File: src/hdl/gcsd_pkg.sv
// Package of the grid second-derivative stencil: shared constants, codes,
// coefficient table and the control word handed from the sequencer to the datapath.
// No dependencies.
package gcsd_pkg;

    localparam int MAX_DIM_DEF     = 64;
    localparam int HALF_WIDTH_DEF  = 4;
    localparam int SAMPLE_BITS_DEF = 16;

    localparam int CFG_IDX_W  = 3;
    localparam int CFG_DATA_W = 7;
    localparam int OUT_W      = 20;
    localparam int POS_W_MAX  = 8;
    localparam int SLOT_W     = 4;
    localparam int FRAC_BITS  = 16;
    localparam int COEF_W     = 19;

    localparam logic signed [COEF_W-1:0] NARROW_CENTER = -19'sd131072;
    localparam logic signed [COEF_W-1:0] NARROW_SIDE   = 19'sd65536;

    typedef enum logic [CFG_IDX_W-1:0] {
        CFG_SIZE_I = 3'd0,
        CFG_SIZE_J = 3'd1,
        CFG_SIZE_K = 3'd2,
        CFG_AXIS   = 3'd3,
        CFG_WIDE   = 3'd4
    } t_cfg_idx;

    typedef enum logic [1:0] {
        AXIS_I    = 2'd0,
        AXIS_J    = 2'd1,
        AXIS_K    = 2'd2,
        AXIS_NONE = 2'd3
    } t_axis;

    typedef struct packed {
        logic                  valid;
        t_axis                 axis;
        logic                  wide;
        logic [SLOT_W-1:0]     slot;
        logic [POS_W_MAX-1:0]  pos_i;
        logic [POS_W_MAX-1:0]  pos_j;
        logic [POS_W_MAX-1:0]  pos_k;
        logic                  last;
    } t_item_ctl;

    // Q3.16 coefficients of the eighth-order stencil by tap distance.
    function automatic logic signed [COEF_W-1:0] wide_coef(input logic [2:0] tap_dist);
        logic signed [COEF_W-1:0] c;
        case (tap_dist)
            3'd0:    c = -19'sd186596;
            3'd1:    c = 19'sd104858;
            3'd2:    c = -19'sd13107;
            3'd3:    c = 19'sd1664;
            3'd4:    c = -19'sd117;
            default: c = '0;
        endcase
        return c;
    endfunction

endpackage

File: src/hdl/gcsd_if.sv


interface gcsd_cfg_if;
    logic                                valid;
    logic                                ready;
    logic [gcsd_pkg::CFG_IDX_W-1:0]      index;
    logic [gcsd_pkg::CFG_DATA_W-1:0]     data;

    modport source (output valid, output index, output data, input ready);
    modport sink (input valid, input index, input data, output ready);
endinterface

File: src/hdl/gcsd_ctrl.sv
// Sequencer of the grid second-derivative stencil: configuration registers,
// raster counters, store addressing and the interior test. Depends on gcsd_pkg.
module gcsd_ctrl #(
    parameter int MAX_DIM    = gcsd_pkg::MAX_DIM_DEF,
    parameter int HALF_WIDTH = gcsd_pkg::HALF_WIDTH_DEF
) (
    input  logic                                      i_clk,
    input  logic                                      i_rst_n,
    gcsd_cfg_if.sink                                  i_cfg,
    input  logic                                      i_accept,
    output gcsd_pkg::t_item_ctl                       o_ctl,
    output logic [2*$clog2(MAX_DIM)-1:0]              o_plane_addr,
    output logic [$clog2(2*HALF_WIDTH+1)-1:0]         o_plane_lane,
    output logic [$clog2(MAX_DIM)-1:0]                o_row_addr,
    output logic [$clog2(2*HALF_WIDTH+1)-1:0]         o_row_lane
);

    localparam int CW   = $clog2(MAX_DIM);
    localparam int NW   = $clog2(MAX_DIM + 1);
    localparam int SW   = CW + 1;
    localparam int NTAP = 2 * HALF_WIDTH + 1;
    localparam int LW   = $clog2(NTAP);
    localparam int DW   = gcsd_pkg::CFG_DATA_W;
    localparam int CMPW = (NW > DW ? NW : DW) + 1;

    logic [NW-1:0]         r_size_i, r_size_j, r_size_k;
    gcsd_pkg::t_axis       r_axis;
    logic                  r_wide;
    logic [CW-1:0]         r_cnt_i, r_cnt_j, r_cnt_k;
    logic [LW-1:0]         r_jslot, r_kslot;
    logic [CW-1:0]         n_cnt_i, n_cnt_j, n_cnt_k;
    logic [LW-1:0]         n_jslot, n_kslot;
    logic                  cfg_we;

    function automatic logic [NW-1:0] clamp_size(input logic [DW-1:0] v);
        logic [CMPW-1:0] ve;
        logic [NW-1:0]   r;
        ve = CMPW'(v);
        if (ve < CMPW'(3)) begin
            r = NW'(3);
        end else if (ve > CMPW'(MAX_DIM)) begin
            r = NW'(MAX_DIM);
        end else begin
            r = NW'(ve);
        end
        return r;
    endfunction

    assign i_cfg.ready = 1'b1;
    assign cfg_we = i_cfg.valid && i_cfg.ready;

    always_ff @(posedge i_clk) begin
        if (!i_rst_n) begin
            r_size_i <= NW'(MAX_DIM);
            r_size_j <= NW'(MAX_DIM);
            r_size_k <= NW'(MAX_DIM);
            r_axis   <= gcsd_pkg::AXIS_I;
            r_wide   <= 1'b0;
        end else if (cfg_we) begin
            case (gcsd_pkg::t_cfg_idx'(i_cfg.index))
                gcsd_pkg::CFG_SIZE_I: r_size_i <= clamp_size(i_cfg.data);
                gcsd_pkg::CFG_SIZE_J: r_size_j <= clamp_size(i_cfg.data);
                gcsd_pkg::CFG_SIZE_K: r_size_k <= clamp_size(i_cfg.data);
                gcsd_pkg::CFG_AXIS:   r_axis <= gcsd_pkg::t_axis'(i_cfg.data[1:0]);
                gcsd_pkg::CFG_WIDE:   r_wide <= i_cfg.data[0];
                default: ;
            endcase
        end
    end

    always_comb begin
        logic [SW-1:0] inext, jnext, knext;
        n_cnt_i = r_cnt_i;
        n_cnt_j = r_cnt_j;
        n_cnt_k = r_cnt_k;
        n_jslot = r_jslot;
        n_kslot = r_kslot;
        inext = SW'(r_cnt_i) + SW'(1);
        jnext = SW'(r_cnt_j) + SW'(1);
        knext = SW'(r_cnt_k) + SW'(1);
        if (inext >= SW'(r_size_i)) begin
            n_cnt_i = '0;
            if (jnext >= SW'(r_size_j)) begin
                n_cnt_j = '0;
                n_jslot = '0;
                if (knext >= SW'(r_size_k)) begin
                    n_cnt_k = '0;
                    n_kslot = '0;
                end else begin
                    n_cnt_k = CW'(knext);
                    n_kslot = (r_kslot == LW'(NTAP - 1)) ? '0 : r_kslot + LW'(1);
                end
            end else begin
                n_cnt_j = CW'(jnext);
                n_jslot = (r_jslot == LW'(NTAP - 1)) ? '0 : r_jslot + LW'(1);
            end
        end else begin
            n_cnt_i = CW'(inext);
        end
    end

    always_ff @(posedge i_clk) begin
        if (!i_rst_n) begin
            r_cnt_i <= '0;
            r_cnt_j <= '0;
            r_cnt_k <= '0;
            r_jslot <= '0;
            r_kslot <= '0;
        end else if (i_accept) begin
            r_cnt_i <= n_cnt_i;
            r_cnt_j <= n_cnt_j;
            r_cnt_k <= n_cnt_k;
            r_jslot <= n_jslot;
            r_kslot <= n_kslot;
        end
    end

    assign o_plane_addr = {r_cnt_j, r_cnt_i};
    assign o_plane_lane = r_kslot;
    assign o_row_addr   = r_cnt_i;
    assign o_row_lane   = r_jslot;

    always_comb begin
        logic [SW-1:0] ci, cj, ck, ni, nj, nk, hh, h2;
        logic in_i, in_j, in_k, ax_i, ax_j, ax_k;
        logic lo_i, lo_j, lo_k, la_i, la_j, la_k;
        logic [SW-1:0] pi, pj, pk;
        ci = SW'(r_cnt_i);
        cj = SW'(r_cnt_j);
        ck = SW'(r_cnt_k);
        ni = SW'(r_size_i);
        nj = SW'(r_size_j);
        nk = SW'(r_size_k);
        hh = r_wide ? SW'(HALF_WIDTH) : SW'(1);
        h2 = hh + hh;
        in_i = (ci >= hh) && (ci + hh < ni);
        in_j = (cj >= hh) && (cj + hh < nj);
        in_k = (ck >= hh) && (ck + hh < nk);
        ax_i = (ci >= h2) && (ci < ni);
        ax_j = (cj >= h2) && (cj < nj);
        ax_k = (ck >= h2) && (ck < nk);
        lo_i = (ci + hh + SW'(1) == ni);
        lo_j = (cj + hh + SW'(1) == nj);
        lo_k = (ck + hh + SW'(1) == nk);
        la_i = (ci + SW'(1) == ni);
        la_j = (cj + SW'(1) == nj);
        la_k = (ck + SW'(1) == nk);
        pi = ci;
        pj = cj;
        pk = ck;
        o_ctl = '0;
        o_ctl.axis = r_axis;
        o_ctl.wide = r_wide;
        case (r_axis)
            gcsd_pkg::AXIS_I: begin
                o_ctl.valid = ax_i && in_j && in_k;
                o_ctl.last  = la_i && lo_j && lo_k;
                pi = ci - hh;
            end
            gcsd_pkg::AXIS_J: begin
                o_ctl.valid = in_i && ax_j && in_k;
                o_ctl.last  = lo_i && la_j && lo_k;
                o_ctl.slot  = gcsd_pkg::SLOT_W'(r_jslot);
                pj = cj - hh;
            end
            gcsd_pkg::AXIS_K: begin
                o_ctl.valid = in_i && in_j && ax_k;
                o_ctl.last  = lo_i && lo_j && la_k;
                o_ctl.slot  = gcsd_pkg::SLOT_W'(r_kslot);
                pk = ck - hh;
            end
            default: o_ctl.valid = 1'b0;
        endcase
        o_ctl.pos_i = gcsd_pkg::POS_W_MAX'(pi);
        o_ctl.pos_j = gcsd_pkg::POS_W_MAX'(pj);
        o_ctl.pos_k = gcsd_pkg::POS_W_MAX'(pk);
    end

`ifndef SYNTH
    a_jslot_range: assert property (@(posedge i_clk) disable iff (!i_rst_n)
        (r_jslot < LW'(NTAP)) && (r_kslot < LW'(NTAP)))
        else $error("plane or row slot out of range");
    a_jslot_sync: assert property (@(posedge i_clk) disable iff (!i_rst_n)
        (r_cnt_j == '0) |-> (r_jslot == '0))
        else $error("row slot not aligned with row counter");
    a_kslot_sync: assert property (@(posedge i_clk) disable iff (!i_rst_n)
        (r_cnt_k == '0) |-> (r_kslot == '0))
        else $error("plane slot not aligned with plane counter");
    a_no_axis_no_result: assert property (@(posedge i_clk) disable iff (!i_rst_n)
        o_ctl.valid |-> (r_axis != gcsd_pkg::AXIS_NONE))
        else $error("result flagged with no axis selected");
`endif

endmodule

File: src/flat_wrapper.sv
// flat-port wrapper written by rule: the top's interface ports become plain ports
module gcsd_ctrl_flat 
#(
    parameter int MAX_DIM    = gcsd_pkg::MAX_DIM_DEF,
    parameter int HALF_WIDTH = gcsd_pkg::HALF_WIDTH_DEF
)
  (i_clk, i_rst_n, i_accept, o_ctl, o_plane_addr, o_plane_lane, o_row_addr, o_row_lane, i_cfg_valid, i_cfg_index, i_cfg_data, i_cfg_ready);
  gcsd_cfg_if i_cfg_i ();
  input  logic i_clk;
  input  logic i_rst_n;
  input  logic i_accept;
  output gcsd_pkg::t_item_ctl o_ctl;
  output logic [2*$clog2(MAX_DIM)-1:0] o_plane_addr;
  output logic [$clog2(2*HALF_WIDTH+1)-1:0] o_plane_lane;
  output logic [$clog2(MAX_DIM)-1:0] o_row_addr;
  output logic [$clog2(2*HALF_WIDTH+1)-1:0] o_row_lane;
  input wire logic [$bits(i_cfg_i.valid)-1:0] i_cfg_valid;
  input wire logic [$bits(i_cfg_i.index)-1:0] i_cfg_index;
  input wire logic [$bits(i_cfg_i.data)-1:0] i_cfg_data;
  output wire logic [$bits(i_cfg_i.ready)-1:0] i_cfg_ready;
  assign i_cfg_i.valid = i_cfg_valid;
  assign i_cfg_i.index = i_cfg_index;
  assign i_cfg_i.data = i_cfg_data;
  assign i_cfg_ready = i_cfg_i.ready;
  gcsd_ctrl #(.MAX_DIM(MAX_DIM), .HALF_WIDTH(HALF_WIDTH)) u_core (.i_clk(i_clk), .i_rst_n(i_rst_n), .i_cfg(i_cfg_i), .i_accept(i_accept), .o_ctl(o_ctl), .o_plane_addr(o_plane_addr), .o_plane_lane(o_plane_lane), .o_row_addr(o_row_addr), .o_row_lane(o_row_lane));
endmodule
File: config.mk
export PLATFORM = sky130hd
export DESIGN_NAME = gcsd_ctrl_flat
export DESIGN_NICKNAME = d
export VERILOG_FILES = /design/src/hdl/gcsd_pkg.sv /design/src/hdl/gcsd_if.sv /design/src/hdl/gcsd_ctrl.sv /design/src/flat_wrapper.sv
export SDC_FILE = /design/constraint.sdc
export NUM_CORES = 1
export LEC_CHECK = 0
export BUFFER_PORTS_ARGS = -buffer_cell sky130_fd_sc_hd__clkbuf_2
export CORE_MARGIN = 5
export CORE_UTILIZATION = 49
export CTS_BUF_LIST = sky130_fd_sc_hd__clkbuf_8
export CTS_CLUSTER_DIAMETER = 100
export DETAILED_ROUTE_END_ITERATION = 10
export PLACE_DENSITY = 0.75
export SLEW_MARGIN = 20
export SYNTH_ARGS = -nofsm -noshare
export SYNTH_HDL_FRONTEND = slang
export SYNTH_SLANG_ARGS = --single-unit
File: constraint.sdc
create_clock -name i_clk -period 6.1 [get_ports i_clk]
set_clock_uncertainty 0.2 [all_clocks]
set_input_delay 0.305 -clock i_clk [delete_from_list [all_inputs] [get_ports i_clk]]
set_output_delay 0.305 -clock i_clk [all_outputs]
set_load 0.05 [all_outputs]
==> results by group, run 1 <==
Outcome
  – Status: complete, no violations

Clock network
  – Clock Path Buffers: 2
  – Setup bufs post-CTS: 0
  – Cts bufs inserted: 5
  – Clock tree from TritonCTS: yes
  – # clock sinks: 50
  – Post-cts hold buffer count: 0
  – Clock latency at the later pin of the worst-skew pair: 0.31 ns
  – Reg clk slew, reported paths: 0.09 ns
  – CTS root buffer: clkbuf_8
  – Post_cts resized: 0
  – # H-tree levels: 2

Floorplan
  – Io pins: 74
  – Initial Util: 0.505
  – Die width: 116 µm
  – Core box area: 11000 µm²
  – Die Ht: 116 µm
  – Num rows: 38
  – Die area: 13600 µm²

Drt
  – DRC: 0
  – TritonRoute pass-1 iters: 5
  – WL final: 15.1 mm
  – Routed wire per std cell: 17.4 µm
  – DR iter-0 viols: 530
  – Vias: 5146
  – DRT antenna net count: 0
  – Routed vias/inst: 5.92

Timing
  – Final hold slack: 0.132 ns
  – Worst Tran Pin Value: 0.818 ns
  – Final TNS setup: 0 ns
  – Final worst slack: 1.41 ns
  – Minimum period implied by the final worst setup slack: 4.69 ns
  – Final setup viols: 0
  – RSZ-0062 raised after global routing: no
  – Final Cycle Share: 0.769
  – Final hold viol count: 0
  – Worst relative slew slack: 0.453
  – Slew Limit Fails: 0
  – Fmax: 0.213 GHz

Worst setup path
  – Maximum net fanout on the critical path: 12
  – Reg2Reg Depth: 11
  – Critical Path End Type: output port
  – Req. time, crit path: 5.59 ns
  – CP arrival: 4.19 ns
  – Setup CP Type: register to output port
  – Critical Path Source Type: register

Synth
  – Mapped cell area: 5550 µm²
  – Synth Area in Adders: 0.221
  – Post-Syn Instances: 685
  – Async SR Flop Fraction: 0
  – Yosys cell types: 68
  – Register area share after synthesis: 0.180
  – #FFs+latches synth: 50
  – Top_reg_cell synth: dfxtp_1
  – Synth Area in Simple Gates: 0.208
  – Top post-synthesis cells by area: ha_1, dfxtp_1, xnor2_1
  – Synth Area in Compound Gates: 0.175
  – Mux cell area share after synthesis: 0.0388
  – Synth top area share: 0.221
  – Most area-hungry cell type in the Yosys netlist: ha_1
  – XOR/XNOR Fraction of Synth Area: 0.107
  – Largest family of logic cells by synthesized area: adder cells
  – Warning count from the yosys run: 0
  – Number of synthesized flops with an enable pin: 0
  – Mapped Avg Cell Area: 8.10 µm²

Placement
  – DP HPWL: 11.9 mm
  – RD Place Congestion: 0.937
  – IO Port Bufs: 69
  – Pre-CTS setup slack: 1.80 ns

Cells and area
  – Area growth, synth to finish: 8.25%
  – # diodes: 0
  – Leading cell type in the layout, fill and taps excluded: ha_1
  – Fill cells: 1070
  – Layout net count: 840
  – Layout cell share with drive strength beyond 1: 0.133
  – Most frequent cells in the layout: ha_1, clkbuf_2, nor2_1

Pwr
  – Peak supply drop: 132 µV
  – Leakage power: 2.72 nW
  – Total power: 0.764 mW
  – Pwr dens: 127 nW/µm²

GRT
  – Largest net degree at the start of global routing: 34
  – Vias in the first global route: 4958
  – Tot GR Track Use: 0.225
  – Grt ovf: 0
  – First-pass GRT wire length: 24.5 mm
  – Initial antenna violation count: 0

Run
  – Max_cap viols: 0

Worst hold path
  – Hold Path Depth: 3
  – Min-Delay Path Class: input pin to register
==> layout make-up <==
cell class                      instances  area, µm²  share of cell area
Multi-Input combinational cell        550       4180               0.696
Tap cell                              140        175              0.0292
Sequential cell                        50       1000               0.167
Clock inverter                          3       37.5             0.00625
Timing Repair Buffer                   70        353              0.0587
Inverter                               51        191              0.0319
Clock buffer                            5       68.8              0.0115
==> report_power, final <==
part	internal, mW	switching [mW]
combinational	0.0632	0.131
clock	0.120	0.112
sequential	0.330	0.00761
total	0.513	0.251
==> cell usage after synthesis, drive strengths merged (20+ instances only) <==
cell / instances
nand3: 20
nor2: 57
nor2b: 28
dfxtp: 50
xor2: 20
o21ai: 24
nand2: 49
xnor2: 36
a21oi: 38
inv: 51
ha: 98
==> flip-flops by register name (all words and copies together) (netlist names) <==
| signal | cells |
|---|---|
| u_core.r_size_i | 7 |
| u_core.r_size_j | 7 |
| u_core.r_size_k | 7 |
| u_core.o_row_addr | 6 |
| u_core.r_cnt_j | 6 |
| u_core.r_cnt_k | 6 |
| u_core.o_plane_lane | 4 |
| u_core.o_row_lane | 4 |
| u_core.r_axis | 2 |
| u_core.r_wide | 1 |
==> critical path, cell delays in order, from the launching register on <==
cell and delay [ns]:
dfxtp_1 0.54, inv_1 0.36, ha_1 0.34, ha_1 0.33
ha_1 0.25, xnor2_1 0.15, xnor2_1 0.13, nor4_1 0.23
nor3b_1 0.23, a21oi_1 0.11, a2111oi_0 0.38, a31oi_1 0.12
o31ai_1 0.36, clkbuf_2 0.34
==> metal layers <==
layer	global-route usage	share of wire	wire, µm	vias up
met2	0.380	0.48	7260	158
met3	0.0285	0.055	837	21
met4	0.0673	0.018	271	0
li1	-	-	-	2507
met5	0	0	0	-
met1	0.299	0.45	6780	2460
==> cell families (layout without fill, tap and decap cells) <==
family	after synthesis	count (layout)
AND/OR/NAND/NOR	225	225
AO/OA/AOI/OAI	143	143
adder cells (fa/ha/maj)	98	98
buffers and inverters	87	129
XOR/XNOR	59	59
flip-flops	50	50
multiplexers	21	21
other	2	4
==> through the flow <==
stage	instance area (µm²)	utilization	std cells
2_1_floorplan	5560	-	687
5_1_grt	6010	0.547	869
3_5_place_dp	5900	0.537	861
4_1_cts	6000	0.547	869
6_report	6010	0.547	869
3_3_place_gp	5900	0.537	861
==> worst paths after layout <==
path                              to                  from  slack (ns)
setup reg to reg   u_core.r_cnt_j[2]  u_core.o_row_addr[3]        2.32
setup / recovery            o_ctl[0]         u_core.r_wide        1.41
hold reg to reg   u_core.r_size_i[4]    u_core.r_size_i[4]        0.27
hold / removal      u_core.r_axis[1]         i_cfg_data[1]        0.13
Power figures use the tool's default switching activity.
==> inputs of run 2 (changes only) <==
- clock period: 6.1 -> 4.77 ns (I/O delays scaled with it)
==> run 2 against run 1 <==
Compared with the run above:
- global-route usage fell by 0.58 points
- worst hold slack worse by 0.085 ns
- total power increased by 24%
- combinational power is 28% higher
- critical path type unchanged
- highest routed layer unchanged
==> results by group, run 2 (synthesized netlist as in run 1, its figures left out) <==
Timing
  – Worst relative slew slack: 0.311 (-0.142)
  – Worst Tran Pin Value: 1.03 ns (+0.210 ns)
  – Fmax: 0.227 GHz
  – Final hold viol count: 0 (unchanged)
  – Minimum period implied by the final worst setup slack: 4.40 ns
  – Final Cycle Share: 0.923
  – Final setup viols: 0 (unchanged)
  – RSZ-0062 raised after global routing: no
  – Slew Limit Fails: 0 (unchanged)
  – Final TNS setup: 0 ns (unchanged)

Pwr
  – Pwr dens: 157 nW/µm² (+24%)
  – Leakage power: 2.72 nW (about the same)
  – Total power: 0.945 mW (+24%)
  – Peak supply drop: 149 µV (+13%)

Clock network
  – Cts bufs inserted: 5 (unchanged)
  – # H-tree levels: 2 (unchanged)
  – Clock latency at the later pin of the worst-skew pair: 0.31 ns (about the same)
  – Clock Path Buffers: 2 (unchanged)
  – Clock tree from TritonCTS: yes
  – Reg clk slew, reported paths: 0.09 ns (about the same)
  – CTS root buffer: clkbuf_8
  – Post_cts resized: 0 (unchanged)
  – Setup bufs post-CTS: 0 (unchanged)
  – # clock sinks: 50 (unchanged)
  – Post-cts hold buffer count: 0 (unchanged)

Floorplan
  – Die Ht: 116 µm (unchanged)
  – Die area: 13600 µm² (unchanged)
  – Io pins: 74 (unchanged)
  – Die width: 116 µm (unchanged)
  – Initial Util: 0.505 (unchanged)
  – Num rows: 38 (unchanged)
  – Core box area: 11000 µm² (unchanged)

GRT
  – Grt ovf: 0 (unchanged)
  – Initial antenna violation count: 0 (unchanged)
  – Grt peak-use layer: met2
  – Vias in the first global route: 4949 (-0.18%)
  – Met2 Resource Use GR: 0.377 (-0.00343)
  – Met3 Use GR: 0.0238 (-0.00466)
  – Largest net degree at the start of global routing: 34 (unchanged)
  – GR Util met1: 0.292 (-0.00763)
  – First-pass GRT wire length: 24.2 mm (-1.2%)
  – Tot GR Track Use: 0.219 (-0.00583)

Outcome
  – Status: complete, no violations

Worst setup path
  – Cell family with most CP delay: compound AO/OA/AOI/OAI gates
  – Maximum net fanout on the critical path: 8 (-4)
  – FF-to-FF Start: u_core.o_row_addr[2]
  – CP Buf/Inv Count: 2 (unchanged)
  – Slowest cell on the critical path: a211oi_1
  – Setup CP Type: register to output port
  – CP peak stage delay: 0.55 ns (about the same)
  – Reg2Reg Depth: 11 (unchanged)
  – Req. time, crit path: 4.33 ns (-1.26 ns)
  – Critical Path Source Type: register
  – Top cell by count, worst path: ha_1
  – RR Endpoint: u_core.r_cnt_k[0]
  – Register-to-register setup slack: 1.07 ns (-1.25 ns)
  – CP arrival: 3.97 ns (-0.22 ns)
  – Crit path cell chain: inv_1 -> ha_1 -> ha_1 -> nor2b_1 -> o2111a_1 -> ha_1 -> a211oi_1 -> o21ai_0 -> a211oi_1 -> o2111ai_1 -> a2bb2oi_1 -> o22ai_1 -> clkbuf_2
  – Critical Path End Type: output port

Cells and area
  – Final Core Density: 0.548 (+0.000570)
  – Fill cells: 1046 (-2.2%)
  – Area growth, synth to finish: 8.36%
  – Leading cell type in the layout, fill and taps excluded: ha_1
  – Layout net count: 843 (+0.36%)
  – Storage cell area: 1000 µm² (unchanged)
  – # diodes: 0 (unchanged)
  – Multi-input logic area: 4180 µm² (-0.12%)
  – Non-Filler Instances: 872 (+0.35%)
  – Most frequent cells in the layout: ha_1, clkbuf_2, nor2_1
  – Biggest regs: u_core.r_size_i: 7 flops, u_core.r_size_j: 7 flops, u_core.r_size_k: 7 flops
  – Layout cell share with drive strength beyond 1: 0.137 (+0.00355)

Placement
  – DP HPWL: 11.6 mm (-2.3%)
  – RD Place Congestion: 0.908 (-3.1%)
  – IO Port Bufs: 69 (unchanged)
  – Placed cells: 864 (+0.35%)

Drt
  – TritonRoute pass-1 iters: 5 (unchanged)
  – DRC: 0 (unchanged)
  – Routed wire per std cell: 16.9 µm (-3.1%)
  – DR iter-0 viols: 351 (-34%)
  – WL final: 14.7 mm (-2.8%)
  – Vias: 5145 (-0.019%)
  – DRT antenna net count: 0 (unchanged)
  – Routed vias/inst: 5.90 (-0.36%)

Worst hold path
  – Hold worst-path end: u_core.r_axis[0]
  – Min-Delay Path Class: input pin to register
  – Hold Path Depth: 3 (unchanged)
  – Hold path start: i_cfg_data[0]

Run
  – Max_cap viols: 0 (unchanged)
## run 2: tightest hold or removal path, stage by stage
cell and delay, ns:
clkbuf_2 0.13, mux2i_1 0.08, nor2_1 0.07
## run 2: layout make-up
class / count / share of cell area
clock buffers: 6 / 0.0137
clock inverters: 2 / 0.00208
inverters: 51 / 0.0318
multi-input cells: 550 / 0.694
flip-flops and latches: 50 / 0.166
well taps: 140 / 0.0291
repair buffers: 73 / 0.0624
## run 2: metrics by stage
stage | hold slack (ns) | worst slack, ns | area (µm²)
after floorplan | 0.182 | 0.519 | 5560
after global placement | 0.249 | 0.727 | 5920
after detailed placement | 0.257 | 0.687 | 5920
after CTS | 0.0326 | 0.334 | 6010
after global routing | 0.0553 | 0.0975 | 6010
final | 0.0474 | 0.366 | 6010
## run 2: layer usage
metal | wire [µm] | vias to the layer above
li1 | - | 2516
met1 | 6700 | 2433
met2 | 6970 | 169
met3 | 715 | 27
met4 | 339 | 0
met5 | 0 | -
## run 2: worst max path at each step
stage / from / end / slack, ns / depth (start not counted)
after global routing: u_core.r_wide / o_ctl[32] / 0.1 / 14
after floorplan: u_core.r_cnt_j[0] / o_ctl[0] / 0.52 / 11
after detailed placement: u_core.r_wide / o_ctl[32] / 0.69 / 13
after global placement: u_core.r_wide / o_ctl[32] / 0.73 / 14
final: u_core.r_wide / o_ctl[32] / 0.37 / 13
after CTS: u_core.r_wide / o_ctl[32] / 0.33 / 13
## run 2: power breakdown
part | internal (mW) | switching, mW
clock network | 0.117 | 0.148
logic | 0.0814 | 0.166
registers | 0.422 | 0.00948
total | 0.621 | 0.324
